## config.mk

```make
export PLATFORM = sky130hd
export DESIGN_NAME = pli_ram
export DESIGN_NICKNAME = d
export VERILOG_FILES = /design/src/sv/pli_ram.sv
export SDC_FILE = /design/constraint.sdc
export NUM_CORES = 2
export LEC_CHECK = 0
export BUFFER_PORTS_ARGS = -buffer_cell sky130_fd_sc_hd__buf_2
export CAP_MARGIN = 10
export CORE_UTILIZATION = 35
export CTS_CLUSTER_DIAMETER = 80
export DETAILED_ROUTE_END_ITERATION = 16
export HOLD_SLACK_MARGIN = 0.02
export PLACE_DENSITY_LB_ADDON = 0.1
export SYNTH_ARGS = -nofsm -noshare
export SYNTH_HDL_FRONTEND = slang
export SYNTH_SLANG_ARGS = --single-unit
```

## constraint.sdc

```tcl
create_clock -name i_clk -period 10.05 [get_ports i_clk]
set_input_delay 1.005 -clock i_clk [delete_from_list [all_inputs] [get_ports i_clk]]
set_output_delay 1.005 -clock i_clk [all_outputs]
set_load 0.02 [all_outputs]
```

## src/sv/pli_ram.sv

```systemverilog
module pli_ram #(
    parameter int WIDTH = 32,
    parameter int DEPTH = 64
) (
    input  logic                     i_clk,
    input  logic                     i_we,
    input  logic [$clog2(DEPTH)-1:0] i_waddr,
    input  logic [WIDTH-1:0]         i_wdata,
    input  logic [$clog2(DEPTH)-1:0] i_raddr,
    output logic [WIDTH-1:0]         o_rdata
);

    logic [WIDTH-1:0] r_mem [DEPTH];
    logic [WIDTH-1:0] r_rdata;

    always_ff @(posedge i_clk) begin
        if (i_we) begin
            r_mem[i_waddr] <= i_wdata;
        end
        r_rdata <= r_mem[i_raddr];
    end

    assign o_rdata = r_rdata;

endmodule

```

# Word-level counts from Yosys, hierarchy flattened
# Memories as Yosys holds them, arrays and structs flattened. A register that Yosys moved wholly into a read port is not among the register bits.
# Cells that the tools add are included.
# W data, S select, Z words.
# classes
add_sub_neg	0
mul	0
div	0
order_cmp	0
n_eq_ne	0
shifts	0
muxes	2
n_bitwise	0
n_reduce_logical	0
# ops
op	count
$mux W1	2
# totals
ff_bits	0
latchBits	0
mem_bits_rw	2048
mem_bits_ro	0
inputBits	46
output_inout_bits	32
wordCells	3
memories	1
# mem_list
memory	words	word_bits	rd	rd_clocked_by_memory_dff	wr	line	text
r_mem	64	32	1	1	1	13	logic [WIDTH-1:0] r_mem [DEPTH];

# Depth between registers and ports, before layout
# logic_depth
ltp_word	2
ltp_mapped	10
ltp_nobuf	5

# Worst setup path after synthesis
# Ideal clock, no wire load.
# synth_timing
path_kind	input-to-reg
startpoint	in i_waddr[3]
endpoint	mem r_mem[48][0], enable pin
setup_ns	0.461
arrival_ns	3.704
t_required_ns	9.589
path_slack_ns	5.885
cell_stages	4
n_path_buf	1
cell_sequence	clkbuf_1 -> nor2b_1 -> nand4b_1 -> nor3_1
# synth_lines
element	line	text
start, declared	7	input logic [$clog2(DEPTH)-1:0] i_waddr,
end, declared	13	
# No word-level cell before the write port.

==> metrics.cfg <==
[outcome]
status=complete, no violations

[global_routing]
antenna_found_initial=16
grt_pass1_vias=38600
grt_use_total=0.203
grt_pass1_wl_mm=313
grt_max_degree=108
grt.overflow.total=0

[finish]
final-seq-area_sq_mm=0.0621
fillers=19500
nNetsFinal=3592
drive_gt1_frac=0.293
fin_util=0.404
final_common_cell=edfxtp_1
layout_common_cells=edfxtp_1 (2048), mux4_2 (544), clkbuf_16 (221), buf_4 (100), mux2i_1 (93)
multiInputGateArea_sq_mm=0.0160
area_delta_synth_final_pct=14.5

[critical_path]
crit_top_cell=buf_4
r2r.worst_path.cells=4
path_buf_inv=3
reg2reg_from=r_mem[11][27]$_DFFE_PP_
crit_path_max_fanout=50
crit_chain=buf_8 > buf_4 > buf_4 > mux4_2 > o22ai_1 > nor2_1
path_depth=6
cpPeakStageDelay_ns=0.82
r2r_slack_ns=7.55
crit_path_start=i_raddr[2]
endpoint_kind=flip-flop
crit_family=buffers and inverters
worst_r2r_endpoint=o_rdata[27]$_DFF_P_
required_ns=10.75
cp.arrival_ns=4.58
crit_type=in -> reg
critical-path-slowest-cell=buf_4
crit_end=o_rdata[16]$_DFF_P_
worst_setup_path_start_kind=input port

[detailed_routing]
ant_nets=0
first_iter_violations=3258
wl_per_cell_microns=33.9
routed_wirelength_mm=228
via_per_inst=5.45
firstDrtPassIters=7
vias=36600
drc=0

[sta]
final.period_utilization=0.387
finalSetupViolations=0
finalHoldViolCount=0
rsz0062_at_grt=false
finalClockSkew_ns=0.0454
max_freq_ghz=0.257
slew_violations=0
layout_min_cycle_time_ns=3.89
worst_slew_pin_slew_ns=1.27
tns_ns=0
slew_headroom=0.155

[die]
core_sq_mm=0.223
die_area_sq_mm=0.226
fp.dieW_microns=476
pin_count=78
initial_core_util=0.353
dieHeight_microns=476
num_rows=173

[synthesis]
synth_top_area_cell=edfxtp_1
synth-seq-cells=2080
synth-seq-area-share=0.791
yosysWarnings=0
synth_cells=3324
synth_fp_nets=3370
syn_area_sq_mm=0.0785
synth_cell_type_count=34
netlist.area_leader.share=0.783
synthTopCellsByArea=edfxtp_1 (78%), mux4_2 (16%), mux2i_1 (1.2%)
syn_area_per_cell_sq_um=23.6

[clock_tree]
numCtsBuffers=218
clockBufferDepth=3
cts_tree=built
clk_latency_ns=0.86
cts_resized=0
cts_setup_buffers=0
cts-root-buf=clkbuf_16
htree_num_levels=4
clock_sinks=2080
clk_pin_slew_ns=0.06
hold_buffers=0

[min_path]
min_path_type=in -> reg

[placement]
numPortBuffers=77
place_congestion=0.732
place_hpwl_mm=120

[power]
p_per_area_mw_per_mm2=202
max-vdd-ir-drop_uv=127
leakagePower_nw=27.5

[job]
maxCapViolations=0

## cell usage after synthesis (all sizes together)
cell type	number
and2	2
or2	3
edfxtp	2048
a22oi	12
nand4b	1
nand2b	8
nor2b	15
or3b	5
mux2i	93
nand3b	5
o221ai	27
a21oi	62
mux4	544
clkbuf	74
nand4	2
a311oi	8
o32ai	4
or3	3
nor3	7
nand2	26
o22ai	84
buf	108
nand3	5
and3	4
nor2	137
a41o	4
dfxtp	32
a31oi	1
## routing by layer
metal  global-route usage  vias up  share of wire
met5                    0        -       0.000057
li1                     -    14700              -
met1                0.272    20500           0.42
met4               0.0484        2          0.020
met2                0.346     1100           0.51
met3               0.0305      274          0.051
## layout make-up
| class | instances | area share |
|---|---|---|
| tap | 2975 | 0.0414 |
| clock inverter | 113 | 0.00915 |
| timing repair buffer | 184 | 0.0146 |
| clock buffer | 292 | 0.0655 |
| sequential | 2080 | 0.691 |
| antenna | 5 | 0.000139 |
| multi-input combinational | 1062 | 0.178 |
## power by group
group	leakage, nW	switching, W	internal (W)
registers	18.7	0.0000389	0.00961
logic	5.58	0.000567	0.000311
clock network	3.27	0.00331	0.00428
## worst register-to-register path, stage by stage, from the launching register on
cell and delay (ns):
edfxtp_1 0.38, mux4_2 0.48, mux4_2 0.48, o22ai_1 0.74, nor2_1 0.23
## kinds of logic (layout without fill, tap and decap cells)
family	count (synthesis)	after routing	share of synthesized area
other	0	5	0
DFF	2080	2080	0.791
and+or+nand+nor	223	223	0.0127
buffers and inverters	182	589	0.0113
muxes	637	637	0.168
AOI/OAI and AO/OA	202	202	0.0167
## how the worst min path moves through the flow
stage	start	endpoint	slack [ns]	depth (start not counted)
after floorplan	r_mem[12][17]$_DFFE_PP_	o_rdata[17]$_DFF_P_	0.66	4
after global placement	r_mem[28][8]$_DFFE_PP_	o_rdata[8]$_DFF_P_	0.74	4
after detailed placement	r_mem[29][8]$_DFFE_PP_	o_rdata[8]$_DFF_P_	0.74	4
after CTS	r_mem[29][8]$_DFFE_PP_	o_rdata[8]$_DFF_P_	0.76	4
after global routing	i_wdata[26]	r_mem[4][26]$_DFFE_PP_	0.53	1
final	i_wdata[26]	r_mem[10][26]$_DFFE_PP_	0.57	1
## through the flow
step	instances	setup WS (ns)	area, sq um	hold slack [ns]	power (W)
floorplan	3324	5.89	78500	0.663	0.0103
global placement	6298	5.03	83100	0.737	0.0107
detailed placement	6299	5.07	83100	0.737	0.0107
CTS	6704	6.01	89800	0.758	0.0183
global route	6707	6.00	89900	0.531	0.0187
finish	6711	6.16	89900	0.573	0.0181
## sequential cells by signal, indices dropped and copies added, names as in the netlist
| name | cells |
|---|---|
| o_rdata | 32 |
| r_mem | 2048 |
Note: power is estimated with default switching activity, not from simulation.
