File: src/sv/pli_pkg.sv
package pli_pkg;

    localparam int DATA_W = 32;             // Q16.16 word
    localparam int DIFF_W = DATA_W + 1;     // difference of two words
    localparam int PROD_W = 2 * DATA_W;     // exact product of two magnitudes
    localparam int MAG_W  = 41;             // capped quotient, 0 .. 2^40
    localparam int SUM_W  = MAG_W + 1;      // y0 plus or minus the quotient
    localparam int PTS_W  = 7;              // points_in_use register
    localparam int IDX_W  = 6;              // entry_index field

    localparam int DIV_STEPS = PROD_W;
    localparam int DIV_CNT_W = $clog2(DIV_STEPS + 1);

    localparam logic [PTS_W-1:0]  PTS_RESET = 7'd2;
    localparam logic [MAG_W-1:0]  MAG_CAP   = 41'h100_0000_0000;
    localparam logic [DATA_W-1:0] SAT_POS   = 32'h7FFF_FFFF;
    localparam logic [DATA_W-1:0] SAT_NEG   = 32'h8000_0000;

    localparam logic REQ_WRITE = 1'b0;
    localparam logic REQ_QUERY = 1'b1;

    typedef struct packed {
        logic busy;
        logic done;
    } t_div_status;

endpackage

File: src/sv/pli_div.sv
module pli_div (
    input  logic                         i_clk,
    input  logic                         i_rst_n,
    input  logic                         i_start,
    input  logic [pli_pkg::PROD_W-1:0]   i_dividend,
    input  logic [pli_pkg::DATA_W-1:0]   i_divisor,
    output pli_pkg::t_div_status         o_status,
    output logic [pli_pkg::PROD_W-1:0]   o_quotient
);

    logic                           r_busy;
    logic                           r_done;
    logic [pli_pkg::DIV_CNT_W-1:0]  r_cnt;
    logic [pli_pkg::PROD_W-1:0]     r_work;
    logic [pli_pkg::DATA_W-1:0]     r_rem;
    logic [pli_pkg::DATA_W-1:0]     r_dvs;

    logic [pli_pkg::DIFF_W-1:0]     shifted;
    logic [pli_pkg::DIFF_W-1:0]     diff;
    logic                           fits;

    // one restoring step: bring down the next dividend bit, subtract if it fits
    assign shifted = {r_rem, r_work[pli_pkg::PROD_W-1]};
    assign diff    = shifted - {1'b0, r_dvs};
    assign fits    = (shifted >= {1'b0, r_dvs});

    always_ff @(posedge i_clk) begin
        if (!i_rst_n) begin
            r_busy <= 1'b0;
            r_done <= 1'b0;
            r_cnt  <= '0;
        end else begin
            r_done <= 1'b0;
            if (i_start) begin
                r_work <= i_dividend;
                r_rem  <= '0;
                r_dvs  <= i_divisor;
                r_cnt  <= pli_pkg::DIV_CNT_W'(pli_pkg::DIV_STEPS);
                r_busy <= 1'b1;
            end else if (r_busy) begin
                r_work <= {r_work[pli_pkg::PROD_W-2:0], fits};
                r_rem  <= fits ? diff[pli_pkg::DATA_W-1:0] : shifted[pli_pkg::DATA_W-1:0];
                r_cnt  <= r_cnt - pli_pkg::DIV_CNT_W'(1);
                if (r_cnt == pli_pkg::DIV_CNT_W'(1)) begin
                    r_busy <= 1'b0;
                    r_done <= 1'b1;
                end
            end
        end
    end

    assign o_status.busy = r_busy;
    assign o_status.done = r_done;
    assign o_quotient    = r_work;

endmodule

File: config.mk
export PLATFORM = sky130hd
export DESIGN_NAME = pli_div
export DESIGN_NICKNAME = d
export VERILOG_FILES = /design/src/sv/pli_pkg.sv /design/src/sv/pli_div.sv
export SDC_FILE = /design/constraint.sdc
export NUM_CORES = 1
export LEC_CHECK = 0
export BUFFER_PORTS_ARGS = -buffer_cell sky130_fd_sc_hd__buf_2
export CORE_ASPECT_RATIO = 1.2
export CORE_UTILIZATION = 50
export CTS_BUF_LIST = sky130_fd_sc_hd__clkbuf_16
export DETAILED_ROUTE_END_ITERATION = 12
export PLACE_DENSITY_LB_ADDON = 0.12
export SLEW_MARGIN = 30
export SYNTH_ARGS = -nofsm -noshare
export SYNTH_HDL_FRONTEND = slang
export SYNTH_SLANG_ARGS = --single-unit
File: constraint.sdc
create_clock -name i_clk -period 3.3 [get_ports i_clk]
set_input_delay 0.33 -clock i_clk [delete_from_list [all_inputs] [get_ports i_clk]]
set_output_delay 0.33 -clock i_clk [all_outputs]
set_load 0.005 [all_outputs]
# --- Word level (Yosys, flattened, before mapping) ---
# Index checks and enable logic that the tools add are counted.
word_totals:
  word_cells: 28
  reg_bits: 137
  inputBits: 99
op_classes:
  n_reduce_logical: 5
  n_addsub: 2
  muxes: 10
  bitwise_logic: 2
  n_lt_le_gt_ge: 1
  eq_ne: 1
op_table:
  columns: ["cell", "count"]
  rows:
  - ["2-to-1 mux 64 bit", 2]
  - ["2-to-1 mux 32 bit", 2]
  - [">= comparator 33 x 32 -> 1 bit", 1]
  - ["subtractor 32 bit", 1]
  - ["2-to-1 mux 7 bit", 2]
  - ["equality test 7 x 1 -> 1 bit (second input constant)", 1]
  - ["subtractor 7 x 1 -> 7 bit (second input constant)", 1]
  - ["2-to-1 mux 1 bit", 4]
  - ["AND reduction 2 bit", 2]
  - ["OR reduction 3 bit", 1]
  - ["inverter 1 bit", 2]
  - ["nonzero test 2 bit", 1]
  - ["OR reduction 2 bit", 1]

# --- Longest topological paths before layout ---
# Gate-level depths: netlist (run 1).
logic_depth:
  ltp_word: 4
  depth_mapped: 14

# --- Least setup slack after synthesis (run 1) ---
# No wires, ideal clock.
synth_timing:
  path_type: "input port to flip-flop"
  startpoint: "in i_start"
  endpoint: "reg r_busy"
  setup_ns: 0.068
  slack_ns: -0.043
  path_stages: 3
  t_arrival_ns: 3.275
  n_path_buf: 1
  cell_sequence: "clkbuf_1 > o21a_1 > o41a_1"
synth_via:
  elab_chain_cells: 1
synth_lines:
  columns: ["item", "line_no", "source"]
  rows:
  - ["start, declared", "pli_div.sv:4", "input logic i_start,"]
  - ["2-to-1 mux 1 bit", "pli_div.sv:34", "if (i_start) begin"]
  - ["end signal, assigned", "pli_div.sv:29", "r_busy <= 1'b0;"]
  - ["end signal, assigned", "pli_div.sv:39", "r_busy <= 1'b1;"]
  - ["end signal, assigned", "pli_div.sv:45", "r_busy <= 1'b0;"]
  - ["end, declared", "pli_div.sv:11", "logic r_busy;"]
# Every way passes these cells.
# A chain may end at the register's enable or synchronous reset.

# --- Worst setup path after layout (run 1) ---
layout_timing:
  startpoint: "reg r_rem[4] in the netlist's numbering"
  endpoint: "reg r_rem[26] in the netlist's numbering, data pin"
layout_via:
  elab_chain_cells: 3
  word_cells_on_any_way: 4
  cone_classes: "add/sub (1); order compare (1); mux (2)"
layout_lines:
  columns: ["item", "line_no", "source"]
  rows:
  - ["start, declared", "pli_div.sv:15", "logic [pli_pkg::DATA_W-1:0] r_rem;"]
  - ["start signal, assigned", "pli_div.sv:42", "r_rem <= fits ? diff[pli_pkg::DATA_W-1:0] : shifted[pli_pkg::DATA_W-1:0];"]
  - ["subtractor 32 bit / >= comparator 33 x 32 -> 1 bit (equally long branches)", "pli_div.sv:24, pli_div.sv:25", null]
  - ["2-to-1 mux 32 bit (*)", "pli_div.sv:42", null]
  - ["2-to-1 mux 32 bit (*)", "pli_div.sv:40", "end else if (r_busy) begin"]
# Every way passes the cells marked *; elsewhere a longest branch is shown, timed or not. The select of a mux whose other input is x is not followed.

==> results of run 1 <==
-- worst paths after layout --
check / from / to / slack [ps] / depth (start not counted)
max: r_rem[4] / r_rem[26] / 280 / 10
min reg2reg: r_cnt[6] / r_done / 490 / 1
max reg2reg: r_rem[4] / r_rem[26] / 280 / 10
min: i_divisor[10] / r_dvs[10] / 80 / 1
-- layout by cell type, fill, tap and decap left out, types with 3 or more instances in the layout --
cell type	count
a211oi_1	7
a211oi_2	3
a21o_1	14
a21oi_1	30
a21oi_2	4
a31oi_1	3
and3_1	3
buf_2	163
buf_4	6
clkbuf_16	17
clkinvlp_4	3
dfxtp_1	9
edfxtp_1	128
ha_1	34
inv_1	43
inv_6	4
mux2_2	64
mux2i_1	23
nand2_1	25
nand2b_1	6
nand3_1	15
nand4_1	5
nor2_1	59
nor3_1	3
nor4_1	5
o21a_1	4
o21ai_0	16
o21ai_1	3
o21bai_1	6
xnor2_1	20
xor2_1	13
-- critical path, cell delays in order, from the launching register on --
cell	delay, ps
edfxtp_1	390
ha_1	390
a21o_1	220
a31o_2	240
a21oi_1	410
o211ai_1	240
a21oi_1	300
o21ai_1	110
a21oi_1	190
xor2_1	170
o22ai_1	90
-- area by class of cell --
cell class	instances	area share [%]
clock buffers	17	4.71
clock inverters	15	1.68
inverters	41	1.70
multi-input cells	406	34.8
flip-flops and latches	137	44.6
well taps	200	2.77
repair buffers	170	9.75
-- logic make-up (layout without fill, tap and decap cells) --
family	after synthesis	in the layout	share of synthesized area [%]
xor gates and xnor gates	33	33	3.88
adders and majority gates	35	35	5.98
AOI/OAI and AO/OA	111	111	10.5
DFF	137	137	54.0
buffers and inverters	68	243	3.83
muxes	87	87	12.8
and+or+nand+nor	140	140	9.06
-- cell usage after synthesis (all sizes together), types with 3 or more instances --
cell,number
edfxtp,128
nand2,27
clkbuf,19
xor2,13
and3,3
a21oi,34
o21bai,6
mux2,64
a211oi,10
a31oi,4
or2,3
inv,41
ha,34
nand3,15
nor2b,3
mux2i,23
a21o,14
nor3,3
buf,8
o211ai,3
xnor2,20
o21ai,22
o21a,5
nor4,5
nor2,60
nand2b,6
nand4,5
dfxtp,9
-- metal layers --
layer / routed length, µm / global-route usage [%] / vias to the layer above
met1: 6610 / 25.5 / 2509
li1: - / - / 2580
met4: 337 / 9.43 / 0
met3: 1180 / 8.10 / 27
met2: 8180 / 38.3 / 195
met5: 0 / 0 / -
-- registers in the layout, summed over array words and instances, names as in the netlist --
name / flops
o_quotient: 64
r_dvs: 32
r_rem: 32
r_cnt: 7
r_busy: 1
r_done: 1
-- stage by stage --
step	util, %	hold WS [ps]
after floorplan	-	429
after detailed placement	58.4	487
final	62.4	82.8
after global routing	62.4	60.5
after CTS	62.4	60.9
after global placement	58.4	467
-- report_power, final --
group / total (W) / leakage [nW] / internal (W) / switching (W)
sequential: 0.00215 / 1.30 / 0.00208 / 0.0000696
clock: 0.00187 / 0.281 / 0.00111 / 0.000756
combinational: 0.00109 / 2.21 / 0.000490 / 0.000600
total: 0.00511 / 3.78 / 0.00368 / 0.00143
==> results.cfg, run 1 <==
[outcome]
outcome = completed

[sta]
drv_slew = 0
rsz0062_at_grt = false
finalHoldViolCount = 0
skew_ps = 11.6
slew_headroom_pct = 46.0
layout_setup_ws_ps = 275
worst_pin_slew_ps = 811
fmax_ghz = 0.331
fin_crit_sh_pct = 91.7
period_needed_ps = 3020
fin_tns_setup_ps = 0
setup_viol = 0

[routing]
wl_mm = 16.3
postRouteAntennaNets = 0
wl_per_cell_um = 16.5
drt_iter0_drc = 301
drt_first_pass_iters = 5
drc = 0
vias = 5311
viasPerCell = 5.39

[placement]
place_area_um2 = 8450
preCtsSetupSlack_ps = 329
post-dp-hpwl_mm = 11.8
dp.cells = 954
place.port_buffers = 164
gp_congestion = 0.878

[yosys]
netlist.area_leader.share_pct = 51.6
avgSynthCellArea_um2 = 12.2
synth_seq_area_share_pct = 54.0
synth_top_area_cell = edfxtp_1
synth_area_um2 = 7450
synth_cell_types = 60
async_flop_share_pct = 0
ys_warn_count = 0
synth_area_leaders = edfxtp_1, mux2_2, ha_1, mux2i_1, nor2_1
synth_seq_cells = 137
synth_flop_cell = edfxtp_1
synth_enable_flop_cells = 128
syn_inst = 611
syn-num-nets = 745

[worst_setup_path]
cp_max_fo = 6
end_kind = flip-flop
required_ps = 3460
path_class = reg -> reg
worstPathArrival_ps = 3180
startpoint_type = flip-flop

[floorplanning]
die_y_um = 136
die_w_um = 113
pin_count = 165
rows = 48
dieArea_um2 = 15400
start_util_pct = 51.5
core_area_um2 = 14500

[power]
total_power_w = 0.00511
power.density_nw_per_um2 = 565
ir_drop_v = 0.000364
p_leak_nw = 3.78

[clock_network]
cts_setup_buffers = 0
clk-insertion-delay-late_ps = 420
cts_resized = 0
clock_path_buffers = 2
root_buffer = clkbuf_16
cts_made_buffers = 17
cts_num_sinks = 137
cts_hold_buf = 0
clkTransAtPathRegs_ps = 60
htreeDepth = 4
cts_tree = done

[finish]
drive_gt1_share_pct = 36.3
final_cell_area_um2 = 9030
area_delta_synth_final_pct = 21.3
multi_input_area_um2 = 3150
finalNonFillerCells = 986
n_antenna_cell = 0
seq_area_um2 = 4020
num-fill-cells = 1171
nNetsFinal = 907

[global_routing]
grt_usage_pct = 22.5
grt_pass1_wl_mm = 26.6
overflow = 0
grt_max_degree = 65
antenna_found_initial = 0
first_global_vias = 5552

[run]
cap_viol_max_count = 0

[hold_path]
hold_class = in -> reg
(Power assumes the default switching activity.)
==> run 2, diff against run 1 <==
--- a/config.mk
+++ b/config.mk
@@ -10,6 +10,7 @@
 export CORE_UTILIZATION = 50
 export CTS_BUF_LIST = sky130_fd_sc_hd__clkbuf_16
 export DETAILED_ROUTE_END_ITERATION = 12
+export MAX_ROUTING_LAYER = met4
 export PLACE_DENSITY_LB_ADDON = 0.12
 export SLEW_MARGIN = 30
 export SYNTH_ARGS = -nofsm -noshare
==> run 2 against run 1 <==
Final cell count is the same. Worst setup slack better by 15 ps. Sequential share of layout area unchanged. Clock-buffer cell count did not move. Cell area is the same. Global-route usage increased by 0.66 points. Critical path depth did not move. Sequential cell count unchanged. First-iteration DRC count shrank 4.0%. Utilization stayed put. Wire length rose by 0.40%.
==> results.cfg, run 2 (synthesis gave the netlist of run 1 again) <==
[outcome]
outcome = completed

[power]
p_int_w = 0.00368
seqPwrFrac_pct = 42.0
swShare_pct = 28.1
p_clk_share_pct = 36.7
total_power_w = 0.00512
switchingPower_w = 0.00144
pwr-share-comb_pct = 21.3
p_leak_nw = 3.78
power.density_nw_per_um2 = 567
ir_drop_v = 0.000368

[clock_network]
cts_resized = 0
cts_tree = done
clk-insertion-delay-late_ps = 420
clkTransAtPathRegs_ps = 60
root_buffer = clkbuf_16
cts_num_sinks = 137
cts_made_buffers = 17
clock_path_buffers = 2
htreeDepth = 4
cts_setup_buffers = 0
cts_hold_buf = 0

[sta]
setup_viol = 0
period_needed_ps = 3010
slew_headroom_pct = 45.8
drv_slew = 0
rsz0062_at_grt = false
fin_tns_setup_ps = 0
finalHoldViolCount = 0
skew_ps = 12.0
layout_setup_ws_ps = 290
worst_pin_slew_ps = 813
fmax_ghz = 0.332
fin_crit_sh_pct = 91.2

[global_routing]
antenna_found_initial = 0
first_global_vias = 5568
grt_max_degree = 65
overflow = 0
grt_pass1_wl_mm = 26.4
grt_usage_pct = 23.1

[worst_setup_path]
slowest_stage = a21oi_1
worstPathArrival_ps = 3170
path_cells = ha_1 -> a21o_1 -> a31o_2 -> a21oi_1 -> o211ai_1 -> a21oi_1 -> o21ai_1 -> a21oi_1 -> xor2_1 -> o22ai_1
required_ps = 3460
critPathMostFrequentCell = a21oi_1
path_class = reg -> reg
max_stage_delay_ps = 410
startpoint_type = flip-flop
cp_max_fo = 6
end_kind = flip-flop

[finish]
nNetsFinal = 907
area_delta_synth_final_pct = 21.3
finalNonFillerCells = 986
num-fill-cells = 1171
final_common_cell = buf_2
drive_gt1_share_pct = 36.3
n_antenna_cell = 0
largest_reg_flops = 64
most-common-layout-cells = buf_2, edfxtp_1, mux2_2

[run]
cap_viol_max_count = 0

[placement]
gp_congestion = 0.893
dp.cells = 954
preCtsSetupSlack_ps = 329
place.port_buffers = 164
post-dp-hpwl_mm = 11.8

[routing]
wl_per_cell_um = 16.6
wl_mm = 16.4
vias = 5317
postRouteAntennaNets = 0
drt_first_pass_iters = 4
drt_iter0_drc = 289
viasPerCell = 5.39
drc = 0

[hold_path]
hold_class = in -> reg

[floorplanning]
die_w_um = 113
pin_count = 165
die_y_um = 136
start_util_pct = 51.5
dieArea_um2 = 15400
rows = 48
core_area_um2 = 14500
## run 2: cell counts in the layout (fill, tap and decap cells not counted)
No cell type changed its count.
## run 2: final cells by class
cell class	instances	area, µm²	share of cell area [%]
flip-flops and latches	137	4020	44.6
multi-input cells	406	3150	34.8
repair buffers	170	881	9.75
clock buffers	17	425	4.71
well taps	200	250	2.77
inverters	41	154	1.70
clock inverters	15	151	1.68
## run 2: final timing paths
check / depth (start not counted) / to / from / slack, ps
hold reg to reg: 1 / r_done / r_cnt[6] / 490
setup reg to reg: 10 / r_rem[26] / r_rem[4] / 290
hold / removal: 1 / r_dvs[10] / i_divisor[10] / 80
setup / recovery: 10 / r_rem[26] / r_rem[4] / 290
## run 2: through the flow
stage | hold WS, ps | util [%] | area (µm²)
floorplan | 429 | - | 7450
global placement | 467 | 58.4 | 8450
detailed placement | 487 | 58.4 | 8450
CTS | 60.9 | 62.4 | 9030
global route | 60.5 | 62.4 | 9030
finish | 78.4 | 62.4 | 9030
## run 2: power by group through the flow
| stage | combinational (W) | clock (W) | sequential [W] |
|---|---|---|---|
| final | 0.00109 | 0.00188 | 0.00215 |
| after CTS | 0.00109 | 0.00191 | 0.00215 |
| after global placement | 0.00106 | 0 | 0.00218 |
| after global routing | 0.00121 | 0.00196 | 0.00216 |
| after detailed placement | 0.00108 | 0 | 0.00218 |
| after floorplan | 0.000802 | 0 | 0.00217 |
## run 2: layer usage
metal	vias to the layer above	track usage [%]	wire length (µm)
li1	2575	-	-
met1	2520	26.5	6920
met2	190	38.3	8110
met3	32	6.35	978
met4	0	9.43	362
met5	-	-	0
## run 2: worst max-delay path, delay by kind of cell (launching register included)
family	cells	cell delay (ps)
compound gates	8	1800
xor+xnor	1	170
fa+ha+maj	1	390
flops	1	390
